--- config.mk ---
export PLATFORM = sky130hd
export DESIGN_NAME = dual_motor_ramp_pwm_drive
export DESIGN_NICKNAME = d
export VERILOG_FILES = /design/src/hw/rtl/dmrpd_pkg.sv /design/src/hw/rtl/dmrpd_lane.sv /design/src/hw/rtl/dual_motor_ramp_pwm_drive.sv
export SDC_FILE = /design/constraint.sdc
export NUM_CORES = 2
export LEC_CHECK = 0
export ABC_AREA = 1
export BUFFER_PORTS_ARGS = -buffer_cell sky130_fd_sc_hd__buf_2
export CORE_ASPECT_RATIO = 1.5
export CORE_MARGIN = 2
export CORE_UTILIZATION = 30
export DETAILED_ROUTE_END_ITERATION = 10
export PLACE_DENSITY_LB_ADDON = 0.25
export SYNTH_ARGS = -nofsm -noshare
export SYNTH_HDL_FRONTEND = slang
export SYNTH_SLANG_ARGS = --single-unit
--- constraint.sdc ---
create_clock -name clk -period 7.1 [get_ports clk]
set_input_delay 2.13 -clock clk [delete_from_list [all_inputs] [get_ports clk]]
set_output_delay 2.13 -clock clk [all_outputs]
set_load 0.1 [all_outputs]
--- src/hw/rtl/dmrpd_pkg.sv ---
// shared types, field widths and register codes for the dual motor ramp drive
package dmrpd_pkg;

  localparam int ELAPSED_W  = 16;
  localparam int TARGET_W   = 16;
  localparam int PWM_W      = 8;
  localparam int DEADBAND_W = 15;
  localparam int DUTY_W     = 15;
  localparam int RATE_W     = 10;
  localparam int APB_AW     = 5;
  localparam int APB_DW     = 32;
  localparam int REG_IDX_W  = 3;

  localparam logic [REG_IDX_W-1:0] REG_STOP_BAND_A = 3'd0;
  localparam logic [REG_IDX_W-1:0] REG_STOP_BAND_B = 3'd1;
  localparam logic [REG_IDX_W-1:0] REG_REVERSE_A   = 3'd2;
  localparam logic [REG_IDX_W-1:0] REG_REVERSE_B   = 3'd3;
  localparam logic [REG_IDX_W-1:0] REG_MAX_DUTY    = 3'd4;
  localparam logic [REG_IDX_W-1:0] REG_RAMP_RATE   = 3'd5;

  localparam logic [DEADBAND_W-1:0] DEADBAND_RST = 15'd819;
  localparam logic [DUTY_W-1:0]     DUTY_RST     = 15'd16384;
  localparam logic [RATE_W-1:0]     RATE_RST     = 10'd16;

  localparam logic [PWM_W-1:0] PWM_OFF = 8'd255;

  typedef struct packed {
    logic [ELAPSED_W-1:0]       elapsed_ms;
    logic signed [TARGET_W-1:0] target_a;
    logic signed [TARGET_W-1:0] target_b;
  } drive_in_t;

  typedef struct packed {
    logic [PWM_W-1:0] pwm_fwd_a;
    logic [PWM_W-1:0] pwm_rev_a;
    logic [PWM_W-1:0] pwm_fwd_b;
    logic [PWM_W-1:0] pwm_rev_b;
  } drive_out_t;

  // per-stage strobes from the sequencer to both lanes
  typedef struct packed {
    logic load;
    logic ramp;
    logic scale;
    logic pins;
  } lane_ctl_t;

  typedef struct packed {
    logic                  invert;
    logic [DEADBAND_W-1:0] deadband;
    logic [DUTY_W-1:0]     max_duty;
    logic [RATE_W-1:0]     ramp_rate;
  } lane_cfg_t;

endpackage

--- src/hw/rtl/dmrpd_lane.sv ---
// one motor lane: ramp, invert, duty scale, deadband and h-bridge pin mapping
module dmrpd_lane import dmrpd_pkg::*; #(
  parameter int FRAC_BITS     = 14,
  parameter int INTERVAL_BITS = 16
) (
  input  logic                       clk,
  input  logic                       rst,
  input  lane_ctl_t                  ctl,
  input  lane_cfg_t                  cfg,
  input  logic [ELAPSED_W-1:0]       elapsed_ms,
  input  logic signed [TARGET_W-1:0] target,
  output logic [PWM_W-1:0]           fwd,
  output logic [PWM_W-1:0]           rev
);

  localparam int MW = FRAC_BITS + 1;
  localparam int RW = FRAC_BITS + 2;
  localparam int EW = (INTERVAL_BITS < ELAPSED_W) ? INTERVAL_BITS : ELAPSED_W;
  localparam int DW = EW + RATE_W;
  localparam int SW = ((DW > RW) ? DW : RW) + 2;
  localparam int CW = ((DUTY_W > MW) ? DUTY_W : MW) + 1;
  localparam int PW = MW + PWM_W;
  localparam int DFW = PW - FRAC_BITS;
  localparam logic signed [SW-1:0] ONE_S = SW'(64'd1 << FRAC_BITS);
  localparam logic [CW-1:0]        ONE_C = CW'(64'd1 << FRAC_BITS);

  logic signed [RW-1:0] ramped;
  logic signed [RW-1:0] tgt;
  logic [DW-1:0]        delta;
  logic                 zero_tgt;
  logic                 neg;
  logic [MW-1:0]        absv;
  logic [MW-1:0]        mag;

  logic signed [SW-1:0] tgt_ext, tgt_clamp;
  logic [DW-1:0]        delta_next;
  logic signed [SW-1:0] ramp_ext, delta_ext, sum, sum_clamp;
  logic signed [RW-1:0] v, vi, vabs;
  logic [CW-1:0]        cap_ext;
  logic [MW-1:0]        cap;
  logic [2*MW-1:0]      sprod;
  logic                 dead;
  logic [MW-1:0]        eff;
  logic [PW-1:0]        pprod;
  logic [DFW-1:0]       diff_w;
  logic [PWM_W-1:0]     diff;
  logic                 pos;

  // load: clamp target, elapsed times rate
  always_comb begin
    tgt_ext = SW'(target);
    if (tgt_ext > ONE_S) begin
      tgt_clamp = ONE_S;
    end else if (tgt_ext < -ONE_S) begin
      tgt_clamp = -ONE_S;
    end else begin
      tgt_clamp = tgt_ext;
    end
    delta_next = DW'(elapsed_ms[EW-1:0]) * DW'(cfg.ramp_rate);
  end

  // ramp: step toward target, saturate, invert
  always_comb begin
    ramp_ext  = SW'(ramped);
    delta_ext = signed'({{(SW-DW){1'b0}}, delta});
    if (tgt > ramped) begin
      sum = ramp_ext + delta_ext;
    end else begin
      sum = ramp_ext - delta_ext;
    end
    if (sum > ONE_S) begin
      sum_clamp = ONE_S;
    end else if (sum < -ONE_S) begin
      sum_clamp = -ONE_S;
    end else begin
      sum_clamp = sum;
    end
    v    = sum_clamp[RW-1:0];
    vi   = cfg.invert ? -v : v;
    vabs = (vi < 0) ? -vi : vi;
  end

  // scale: duty cap limited to one
  always_comb begin
    cap_ext = CW'(cfg.max_duty);
    cap     = (cap_ext > ONE_C) ? ONE_C[MW-1:0] : cap_ext[MW-1:0];
    sprod   = (2*MW)'(absv) * (2*MW)'(cap);
  end

  // pins: deadband, times 255, bridge mapping
  always_comb begin
    dead   = zero_tgt && (CW'(mag) < CW'(cfg.deadband));
    eff    = dead ? '0 : mag;
    pprod  = {eff, {PWM_W{1'b0}}} - PW'(eff);
    diff_w = pprod[PW-1:FRAC_BITS];
    diff   = (diff_w > DFW'(PWM_OFF)) ? PWM_OFF : diff_w[PWM_W-1:0];
    pos    = !neg && (eff != '0);
  end

  always_ff @(posedge clk) begin
    if (rst) begin
      ramped <= '0;
    end else if (ctl.ramp) begin
      ramped <= v;
    end else if (ctl.pins && dead) begin
      ramped <= '0;
    end
  end

  always_ff @(posedge clk) begin
    if (ctl.load) begin
      tgt      <= tgt_clamp[RW-1:0];
      zero_tgt <= (tgt_clamp == '0);
      delta    <= delta_next;
    end
    if (ctl.ramp) begin
      neg  <= (vi < 0);
      absv <= vabs[MW-1:0];
    end
    if (ctl.scale) begin
      mag <= sprod[FRAC_BITS +: MW];
    end
    if (ctl.pins) begin
      fwd <= pos ? PWM_OFF - diff : PWM_OFF;
      rev <= pos ? PWM_OFF : PWM_OFF - diff;
    end
  end

endmodule

--- src/hw/rtl/dual_motor_ramp_pwm_drive.sv ---
// top level of the dual motor ramp drive: register file, sequencer, lanes and merge
//
// usage:
//   - in channel (in_valid/in_ready/in_data) carries one control tick: elapsed
//     milliseconds and a q1.14 target velocity per motor
//   - out channel (out_valid/out_ready/out_data) carries the four h-bridge pwm
//     values, one result per tick except the first tick after reset
//   - apb port writes and reads six registers at byte offsets 0..20; write only
//     while no request is in flight
//   - a tick is taken when the sequencer is idle; both motor lanes then run in
//     parallel through ramp, scale and pin stages, and the result moves into
//     the merge register once that register is free or draining
//   - a new request is taken only after the last one has passed the four lane
//     stages and the hand-off into the output register
//   - the output register frees the lanes, so a new request is taken while a
//     result still waits; a third request waits until out_ready drains it
//   - reset clears both ramped velocities and the armed flag, restores register
//     defaults; the first tick after reset only arms the block
module dual_motor_ramp_pwm_drive import dmrpd_pkg::*; #(
  parameter int FRAC_BITS     = 14,
  parameter int INTERVAL_BITS = 16
) (
  input  logic              clk,
  input  logic              rst,
  input  logic              psel,
  input  logic              penable,
  input  logic              pwrite,
  input  logic [APB_AW-1:0] paddr,
  input  logic [APB_DW-1:0] pwdata,
  output logic [APB_DW-1:0] prdata,
  output logic              pready,
  input  logic              in_valid,
  output logic              in_ready,
  input  drive_in_t         in_data,
  output logic              out_valid,
  input  logic              out_ready,
  output drive_out_t        out_data
);

  // sequencer phases
  localparam logic [2:0] PH_IDLE  = 3'd0;
  localparam logic [2:0] PH_RAMP  = 3'd1;
  localparam logic [2:0] PH_SCALE = 3'd2;
  localparam logic [2:0] PH_PINS  = 3'd3;
  localparam logic [2:0] PH_DONE  = 3'd4;

  // configuration registers
  logic [DEADBAND_W-1:0] stop_band_a, stop_band_b;
  logic                  reverse_a, reverse_b;
  logic [DUTY_W-1:0]     max_duty;
  logic [RATE_W-1:0]     ramp_rate;

  logic [2:0]           phase, phase_next;
  logic                 armed;
  logic                 accept;
  logic                 push;
  logic                 cfg_wr;
  logic [REG_IDX_W-1:0] reg_idx;
  lane_ctl_t            ctl;
  lane_cfg_t            cfg_a, cfg_b;
  logic [PWM_W-1:0]     fwd_a, rev_a, fwd_b, rev_b;

  // apb access, always ready, word addressed
  assign pready  = 1'b1;
  assign reg_idx = paddr[APB_AW-1:2];
  assign cfg_wr  = psel && penable && pwrite;

  always_ff @(posedge clk) begin
    if (rst) begin
      stop_band_a <= DEADBAND_RST;
      stop_band_b <= DEADBAND_RST;
      reverse_a   <= 1'b0;
      reverse_b   <= 1'b0;
      max_duty    <= DUTY_RST;
      ramp_rate   <= RATE_RST;
    end else if (cfg_wr) begin
      case (reg_idx)
        REG_STOP_BAND_A: stop_band_a <= pwdata[DEADBAND_W-1:0];
        REG_STOP_BAND_B: stop_band_b <= pwdata[DEADBAND_W-1:0];
        REG_REVERSE_A:   reverse_a   <= pwdata[0];
        REG_REVERSE_B:   reverse_b   <= pwdata[0];
        REG_MAX_DUTY:    max_duty    <= pwdata[DUTY_W-1:0];
        REG_RAMP_RATE:   ramp_rate   <= pwdata[RATE_W-1:0];
        default: begin
        end
      endcase
    end
  end

  // register readback, zero extended
  always_comb begin
    case (reg_idx)
      REG_STOP_BAND_A: prdata = APB_DW'(stop_band_a);
      REG_STOP_BAND_B: prdata = APB_DW'(stop_band_b);
      REG_REVERSE_A:   prdata = APB_DW'(reverse_a);
      REG_REVERSE_B:   prdata = APB_DW'(reverse_b);
      REG_MAX_DUTY:    prdata = APB_DW'(max_duty);
      REG_RAMP_RATE:   prdata = APB_DW'(ramp_rate);
      default:         prdata = '0;
    endcase
  end

  // request side: only the idle phase takes a tick
  assign in_ready = (phase == PH_IDLE);
  assign accept   = in_valid && in_ready;
  // result moves to the output register when that register is free or draining
  assign push     = (phase == PH_DONE) && (!out_valid || out_ready);

  always_comb begin
    phase_next = phase;
    case (phase)
      PH_IDLE:  if (accept && armed) phase_next = PH_RAMP;
      PH_RAMP:  phase_next = PH_SCALE;
      PH_SCALE: phase_next = PH_PINS;
      PH_PINS:  phase_next = PH_DONE;
      PH_DONE:  if (push) phase_next = PH_IDLE;
      default:  phase_next = PH_IDLE;
    endcase
  end

  always_ff @(posedge clk) begin
    if (rst) begin
      phase <= PH_IDLE;
      armed <= 1'b0;
    end else begin
      phase <= phase_next;
      // the arming tick is swallowed without starting the lanes
      if (accept) begin
        armed <= 1'b1;
      end
    end
  end

  // shared stage strobes for both lanes
  assign ctl.load  = accept && armed;
  assign ctl.ramp  = (phase == PH_RAMP);
  assign ctl.scale = (phase == PH_SCALE);
  assign ctl.pins  = (phase == PH_PINS);

  assign cfg_a = '{invert: reverse_a, deadband: stop_band_a, max_duty: max_duty,
                   ramp_rate: ramp_rate};
  assign cfg_b = '{invert: reverse_b, deadband: stop_band_b, max_duty: max_duty,
                   ramp_rate: ramp_rate};

  // motor a lane
  dmrpd_lane #(
    .FRAC_BITS    (FRAC_BITS),
    .INTERVAL_BITS(INTERVAL_BITS)
  ) u_lane_a (
    .clk       (clk),
    .rst       (rst),
    .ctl       (ctl),
    .cfg       (cfg_a),
    .elapsed_ms(in_data.elapsed_ms),
    .target    (in_data.target_a),
    .fwd       (fwd_a),
    .rev       (rev_a)
  );

  // motor b lane
  dmrpd_lane #(
    .FRAC_BITS    (FRAC_BITS),
    .INTERVAL_BITS(INTERVAL_BITS)
  ) u_lane_b (
    .clk       (clk),
    .rst       (rst),
    .ctl       (ctl),
    .cfg       (cfg_b),
    .elapsed_ms(in_data.elapsed_ms),
    .target    (in_data.target_b),
    .fwd       (fwd_b),
    .rev       (rev_b)
  );

  // merge both lanes into the output register
  always_ff @(posedge clk) begin
    if (rst) begin
      out_valid <= 1'b0;
    end else if (push) begin
      out_valid <= 1'b1;
    end else if (out_ready) begin
      out_valid <= 1'b0;
    end
  end

  always_ff @(posedge clk) begin
    if (push) begin
      out_data.pwm_fwd_a <= fwd_a;
      out_data.pwm_rev_a <= rev_a;
      out_data.pwm_fwd_b <= fwd_b;
      out_data.pwm_rev_b <= rev_b;
    end
  end

  // the arming tick leaves the sequencer idle
  a_arm_no_result: assert property (@(posedge clk) disable iff (rst)
    (accept && !armed) |=> (phase == PH_IDLE) && armed)
    else $error("arming request started the lanes");

  // an armed request starts the ramp stage next cycle
  a_armed_starts: assert property (@(posedge clk) disable iff (rst)
    (accept && armed) |=> (phase == PH_RAMP))
    else $error("armed request did not start the lanes");

  // a hand-off always shows up as a valid result
  a_push_valid: assert property (@(posedge clk) disable iff (rst)
    push |=> out_valid && (phase == PH_IDLE))
    else $error("result hand-off lost");

  // at most one lane stage strobe per cycle
  a_ctl_onehot: assert property (@(posedge clk) disable iff (rst)
    $onehot0({ctl.load, ctl.ramp, ctl.scale, ctl.pins}))
    else $error("overlapping lane stage strobes");

  // each bridge keeps at least one pin off
  a_bridge_safe: assert property (@(posedge clk) disable iff (rst)
    out_valid |-> ((out_data.pwm_fwd_a == PWM_OFF) || (out_data.pwm_rev_a == PWM_OFF))
                  && ((out_data.pwm_fwd_b == PWM_OFF) || (out_data.pwm_rev_b == PWM_OFF)))
    else $error("both bridge pins driven");

endmodule

### Word level (Yosys, flattened, before mapping)

Index checks and enable logic that the tools add are counted.

| storage, ports and cells | value |
|---|---|
| bits in registers | 280 |
| latch bits | 0 |
| bits in writable memories | 0 |
| memory bits (read-only) | 0 |
| input port bits | 92 |
| output and inout bits | 67 |
| word-level logic and storage cells | 133 |
| memories kept | 0 |

| operators by class | value |
|---|---|
| $add $sub $neg | 12 |
| multiply operators | 3 |
| divide/modulo/power cells | 0 |
| magnitude comparators | 17 |
| equality and inequality tests | 11 |
| shifts and indexed selects | 0 |
| muxes and demuxes | 29 |
| bitwise gates (word level) | 0 |
| reduce and logical (&&, ||, !) cells | 31 |

Operators by type and width:

| operator | number |
|---|---|
| $mux 28 | 6 |
| $mux 16 | 10 |
| $pmux 15 s6 | 1 |
| $mux 15 | 5 |
| $mul 15x15->29 | 2 |
| $add 16x27->28 | 2 |
| $gt 28x16->1 const B | 2 |
| $logic_not 28->1 | 2 |
| $lt 28x15->1 const B | 2 |
| $sub 16x27->28 | 2 |
| $sub 23x15->23 | 2 |
| $gt 16x16->1 | 2 |
| $gt 16x16->1 const B | 2 |
| $lt 16x1->1 const B | 2 |
| $lt 16x15->1 const B | 2 |
| $neg 16->16 | 2 |
| $lt 15x15->1 | 2 |
| $neg 15->15 | 2 |
| $reduce_bool 15->1 | 2 |
| $mul 16x10->26 | 1 |
| $gt 9x8->1 const B | 2 |
| $mux 8 | 2 |
| $sub 8x8->8 const A | 2 |
| $gt 15x15->1 const B | 1 |
| other kinds (14) | 43 |

### Logic depth before layout (Yosys ltp)

| depth | value |
|---|---|
| depth after elaboration | 9 |
| depth in mapped cells | 56 |
| depth with buffers taken out | 52 |

### Hierarchy

From an unflattened synthesis, not the netlist that was laid out.

| second synthesis, totals | value |
|---|---|
| cell total of the unflattened synthesis | 6038 |
| area total of the unflattened synthesis | 45549.9 µm² |

Modules (own cells, without submodules):

| module | instances | cells each | area each (µm²) | sequential area each (µm²) |
|---|---|---|---|---|
| dmrpd_lane at u_lane_b | 1 | 2760 | 20766.2 | 3022.9 |
| dmrpd_lane at u_lane_a | 1 | 2779 | 20744.9 | 3022.9 |
| dual_motor_ramp_pwm_drive | 1 | 499 | 4038.9 | 2202.1 |

### Worst setup path after synthesis

Ideal clock, no wire load.

| timing path | value |
|---|---|
| path kind | input to register |
| start | input port in_data[39] (netlist name) |
| end | register u_lane_a.delta[25], data pin |
| library setup time | 0.265 ns |
| arrival time | 6.945 ns |
| required time | 6.835 ns |
| setup slack | -0.110 ns |
| stages | 24 |
| path buffers | 1 |
| cell sequence | buf_1 -> nand2_1 -> fa_1 -> fa_1 -> fa_1 -> fa_1 -> inv_1 -> fa_1 -> ha_1 -> nand2_1 -> o21ai_0 -> a21oi_1 -> o21bai_1 -> nand2_1 -> a21boi_0 -> o21ai_0 -> nand2_1 -> nand2_1 -> nand2_1 -> nand3_1 -> nand2_1 -> nand3_1 -> o21ai_0 -> xor2_1 |

| between the ends | value |
|---|---|
| cells in the longest elaborated chain, start to end | 1 |

Ends and longest elaborated chain:

| item | RTL line | source |
|---|---|---|
| from (decl) | dual_motor_ramp_pwm_drive.sv:34 | `input drive_in_t in_data,` |
| $mul 16x10->26 | dmrpd_lane.sv:59 | `delta_next = DW'(elapsed_ms[EW-1:0]) * DW'(cfg.ramp_rate);` |
| named net u_lane_a.delta_next[25] | dmrpd_lane.sv:36 | `logic [DW-1:0] delta_next;` |
| to (signal assigned) | dmrpd_lane.sv:114 | `delta <= delta_next;` |
| to (decl) | dmrpd_lane.sv:29 | `logic [DW-1:0] delta;` |

The timed path passes the listed nets, and every way through them passes these cells.
A chain may end at the register's enable or synchronous reset.

### Final worst setup path

| timing path | value |
|---|---|
| start | register max_duty[5] |
| end | register u_lane_b.mag[13], data pin |

| between the ends | value |
|---|---|
| cells in the longest elaborated chain, start to end | 3 |

Ends and longest elaborated chain:

| item | RTL line | source |
|---|---|---|
| from (decl) | dual_motor_ramp_pwm_drive.sv:50 | `logic [DUTY_W-1:0] max_duty;` |
| from (signal assigned) | dual_motor_ramp_pwm_drive.sv:82 | `REG_MAX_DUTY: max_duty <= pwdata[DUTY_W-1:0];` |
| $gt 15x15->1 | dmrpd_lane.sv:86 | `cap = (cap_ext > ONE_C) ? ONE_C[MW-1:0] : cap_ext[MW-1:0];` |
| $mux 15 (*) | dmrpd_lane.sv:86 |  |
| $mul 15x15->29 (*) | dmrpd_lane.sv:87 | `sprod = (2*MW)'(absv) * (2*MW)'(cap);` |
| named net u_lane_b.sprod[27] | dmrpd_lane.sv:41 | `logic [2*MW-1:0] sprod;` |
| to (signal assigned) | dmrpd_lane.sv:121 | `mag <= sprod[FRAC_BITS +: MW];` |
| to (decl) | dmrpd_lane.sv:33 | `logic [MW-1:0] mag;` |

Mark *: on every way through the listed nets, which the timed path passes. The rest lies on a longest branch.

==> summary.md <==
| Metric | Value |
|---|---|
| CP required | 7.39 ns |
| Peak supply drop | between 0.1 and 0.15 mV |
| Met3 Track Usage GR | 0.01248 |
| Maximum clock insertion buffer count | 3 |
| Count of hold buffers inserted by post-cts repair | 0 |
| Final worst path period share | 0.9600 |
| Gpl congestion | around 0.93 |
| Syn-to-layout area delta | 13.61% |
| Total CTS buffers | 34 |
| Num rows | 160 |
| GR met1 Demand/Resource | 0.2025 |
| Total routed wirelength | around 130 mm |
| Initial antenna violation count | 7 |
| Slowest-stage cell, CP | fa_1 |
| Initial Util | 0.3020 |
| Clock tree sinks | 280 |
| Die W | 295.4 microns |
| Outcome | finished, final reports clean |
| Max_cap viols | 0 |
| CTS tree | built |
| GRT Total Usage | 0.1917 |
| Syn Inst Count | 5044 |
| WS Path Type | flop to flop |
| First-pass GRT wire length | 190.9 mm |
| Share of post-route cells with drive strength above 1 | 0.09590 |
| Reported leakage power | about 22 nW |
| CP endpoint kind | flop |
| Post-route cell area | 43410 sq um |
| Worst Setup Start Kind | flop |
| GR Overflow Total | 0 |
| Routed vias | between 30000 and 40000 |
| Vias per cell | between 4 and 5 |
| Most common library cell in the layout ignoring fill and taps | nand2_1 |
| Fin crit period | slightly below 7 ns |
| Placed cell count | roughly 7000 |
| Layout Nets | 6142 |
| Clk_lat worst skew | between 0.5 and 0.6 ns |
| Post-synth cell types | just under 60 |
| Clock transition at path regs | around 0.070 ns |
| Critical Path AT | 7.11 ns |
| Ys Warns | 0 |
| Critical Path Most Common Cell | fa_1 |
| Cell family with most CP delay | adder cells |
| Post-synthesis sequential area ratio | 0.1954 |
| Pins Over Slew Limit | 0 |
| Routing usage on met2 | 0.3793 |
| Die area | about 130000 sq um |
| Busiest grt layer | met2 |
| Most frequent cells in the layout | 1334 x nand2_1, 958 x inv_1, 442 x fa_1 |
| Worst hold path class | flop to flop |
| Dpl cell area | about 42000 sq um |
| DPL Wire Length | between 100 and 150 mm |
| Endpoints failing setup | 0 |
| Pwr dens | around 150 nW/um^2 |
| Worst Skew | approximately 0.037 ns |
| DR pass1 iterations | 6 |
| EDFF count, synth | around 190 |
| Slew margin rel. | 0.3207 |
| Final Hold Viols | 0 |
| FF+latch count, synth | 280 |
| Root Driver | clkbuf_16 |
| Antenna Nets Post-Route | 0 |
| Most used DFF post-synth | edfxtp_1 |
| Crit path buf inv count | 7 |
| DRC violations left | 0 |
| Crit Path Max Fanout | 14 |
| Vias in the first global route | around 34000 |
| DR iter-0 viols | around 1600 |
| Die Y | between 400 and 500 microns |
| Largest net degree at the start of global routing | 67 |
| Avg Inst Size Synth | approximately 7.6 sq um |
| CTS HTree Levels | 2 |
| Final Non-Filler Cells | between 6000 and 7000 |
| Asr flop ratio synth | 0 |
| Slowest cell delay on critical path | 0.56 ns |
| I/O Buffers | around 120 |
| Least-Margin Pin Slew | roughly 1.0 ns |
| Detail-routed net length per standard cell | 17.94 microns |
| Core Area | 126500 sq um |
| FMAX | around 150 MHz |
| Fill count | around 14000 |
| Fin util | 0.3431 |
| WHS | between 0.4 and 0.5 ns |
| Io pins | about 160 |
| Synthesized area | about 38000 sq um |
worst reg2reg max path, cell delays in order, from the launching register on:
cell and delay [ns]:
dfxtp_1 0.33, inv_2 0.10, nand4_1 0.12, nor3_2 0.27
a31oi_4 0.15, buf_6 0.19, nor2_4 0.15, buf_12 0.17
nand2_1 0.11, fa_1 0.56, inv_1 0.06, fa_1 0.50
fa_1 0.52, inv_1 0.05, fa_1 0.48, fa_1 0.56
inv_1 0.06, fa_1 0.49, ha_1 0.34, a21oi_1 0.14
o21ai_0 0.11, a21oi_1 0.21, inv_1 0.07, a221oi_1 0.25
nand2_1 0.13, nand2_1 0.07, o311ai_0 0.17, xor2_1 0.20
sequential cells by signal, indices dropped and copies added (netlist names), 16 cells and up:
register,cells
u_lane_a.tgt,16
out_data,32
u_lane_a.ramped,16
u_lane_a.delta,26
u_lane_b.tgt,16
u_lane_b.ramped,16
final cells by class:
type                       instances  area [sq um]  share of cell area
sequential                       280          7468              0.1720
antenna                            1         2.502          0.00005765
timing repair buffer             314          2291             0.05278
multi-input combinational       3632         26700              0.6152
clock buffer                      42         890.9             0.02052
inverter                         978          3675             0.08465
tap                             1701          2128             0.04903
clock inverter                    20         249.0            0.005736
kinds of logic (layout without fill, tap and decap cells):
group / Yosys count / in the layout / synth area share
AOI/OAI and AO/OA: 530 / 530 / 0.07669
xor gates and xnor gates: 129 / 129 / 0.02957
adders and majority gates: 810 / 810 / 0.3521
buffers and inverters: 1148 / 1354 / 0.1157
DFF: 280 / 280 / 0.1954
other: 2 / 19 / 0.0001966
and+or+nand+nor: 2145 / 2145 / 0.2303
per-layer routing:
layer | up-vias | share of wire
li1 | 16090 | -
met1 | 16060 | 0.37
met2 | 591 | 0.55
met3 | 250 | 0.027
met4 | 2 | 0.054
met5 | - | 0.00010
worst paths after layout:
path,cells after the start,slack (ns),from,to
worst max-delay path,27,0.28,max_duty[5]$_SDFFE_PP0P_,u_lane_b.mag[13]$_DFFE_PN_
worst min-delay path,0,0.41,u_lane_b.fwd[6]$_SDFFCE_PN1P_,out_data[14]$_DFFE_PP_
worst max register to register,27,0.28,max_duty[5]$_SDFFE_PP0P_,u_lane_b.mag[13]$_DFFE_PN_
worst min register to register,0,0.41,u_lane_b.fwd[6]$_SDFFCE_PN1P_,out_data[14]$_DFFE_PP_
cell usage after synthesis, drive strengths merged (94+ instances only):
cell / count / area (sq um)
o21ai: 191 / 959.7
nor2: 431 / 1655
a21oi: 251 / 1271
nand2: 1362 / 5177
clkbuf: 136 / 513.0
ha: 368 / 4604
inv: 974 / 3656
dfxtp: 94 / 1882
fa: 442 / 8848
edfxtp: 186 / 5585
xor2: 95 / 832.1
nand3: 196 / 996.0
repair_timing:
item,4_1_cts,5_1_grt
setup endpoints to repair,0,39
gates resized for setup,0,86
setup buffers,0,19
where the power goes:
group	total, mW	internal [mW]	switching (mW)	leakage [nW]
combinational	2.50	0.835	1.67	19.1
sequential	1.98	1.86	0.115	2.46
clock	1.82	1.03	0.792	0.558
total	6.30	3.73	2.58	22.1
stage by stage:
stage / TNS [ns] / total power, mW / worst slack, ns
after detailed placement: -1.329 / 4.461 / -0.3407
after CTS: 0 / 6.323 / 0.05247
after global routing: -0.02672 / 6.727 / -0.01840
after floorplan: 0 / 3.660 / 0.02003
final: 0 / 6.303 / 0.2838
after global placement: -1.333 / 4.442 / -0.3767
Note: power is estimated with default switching activity, not from simulation.
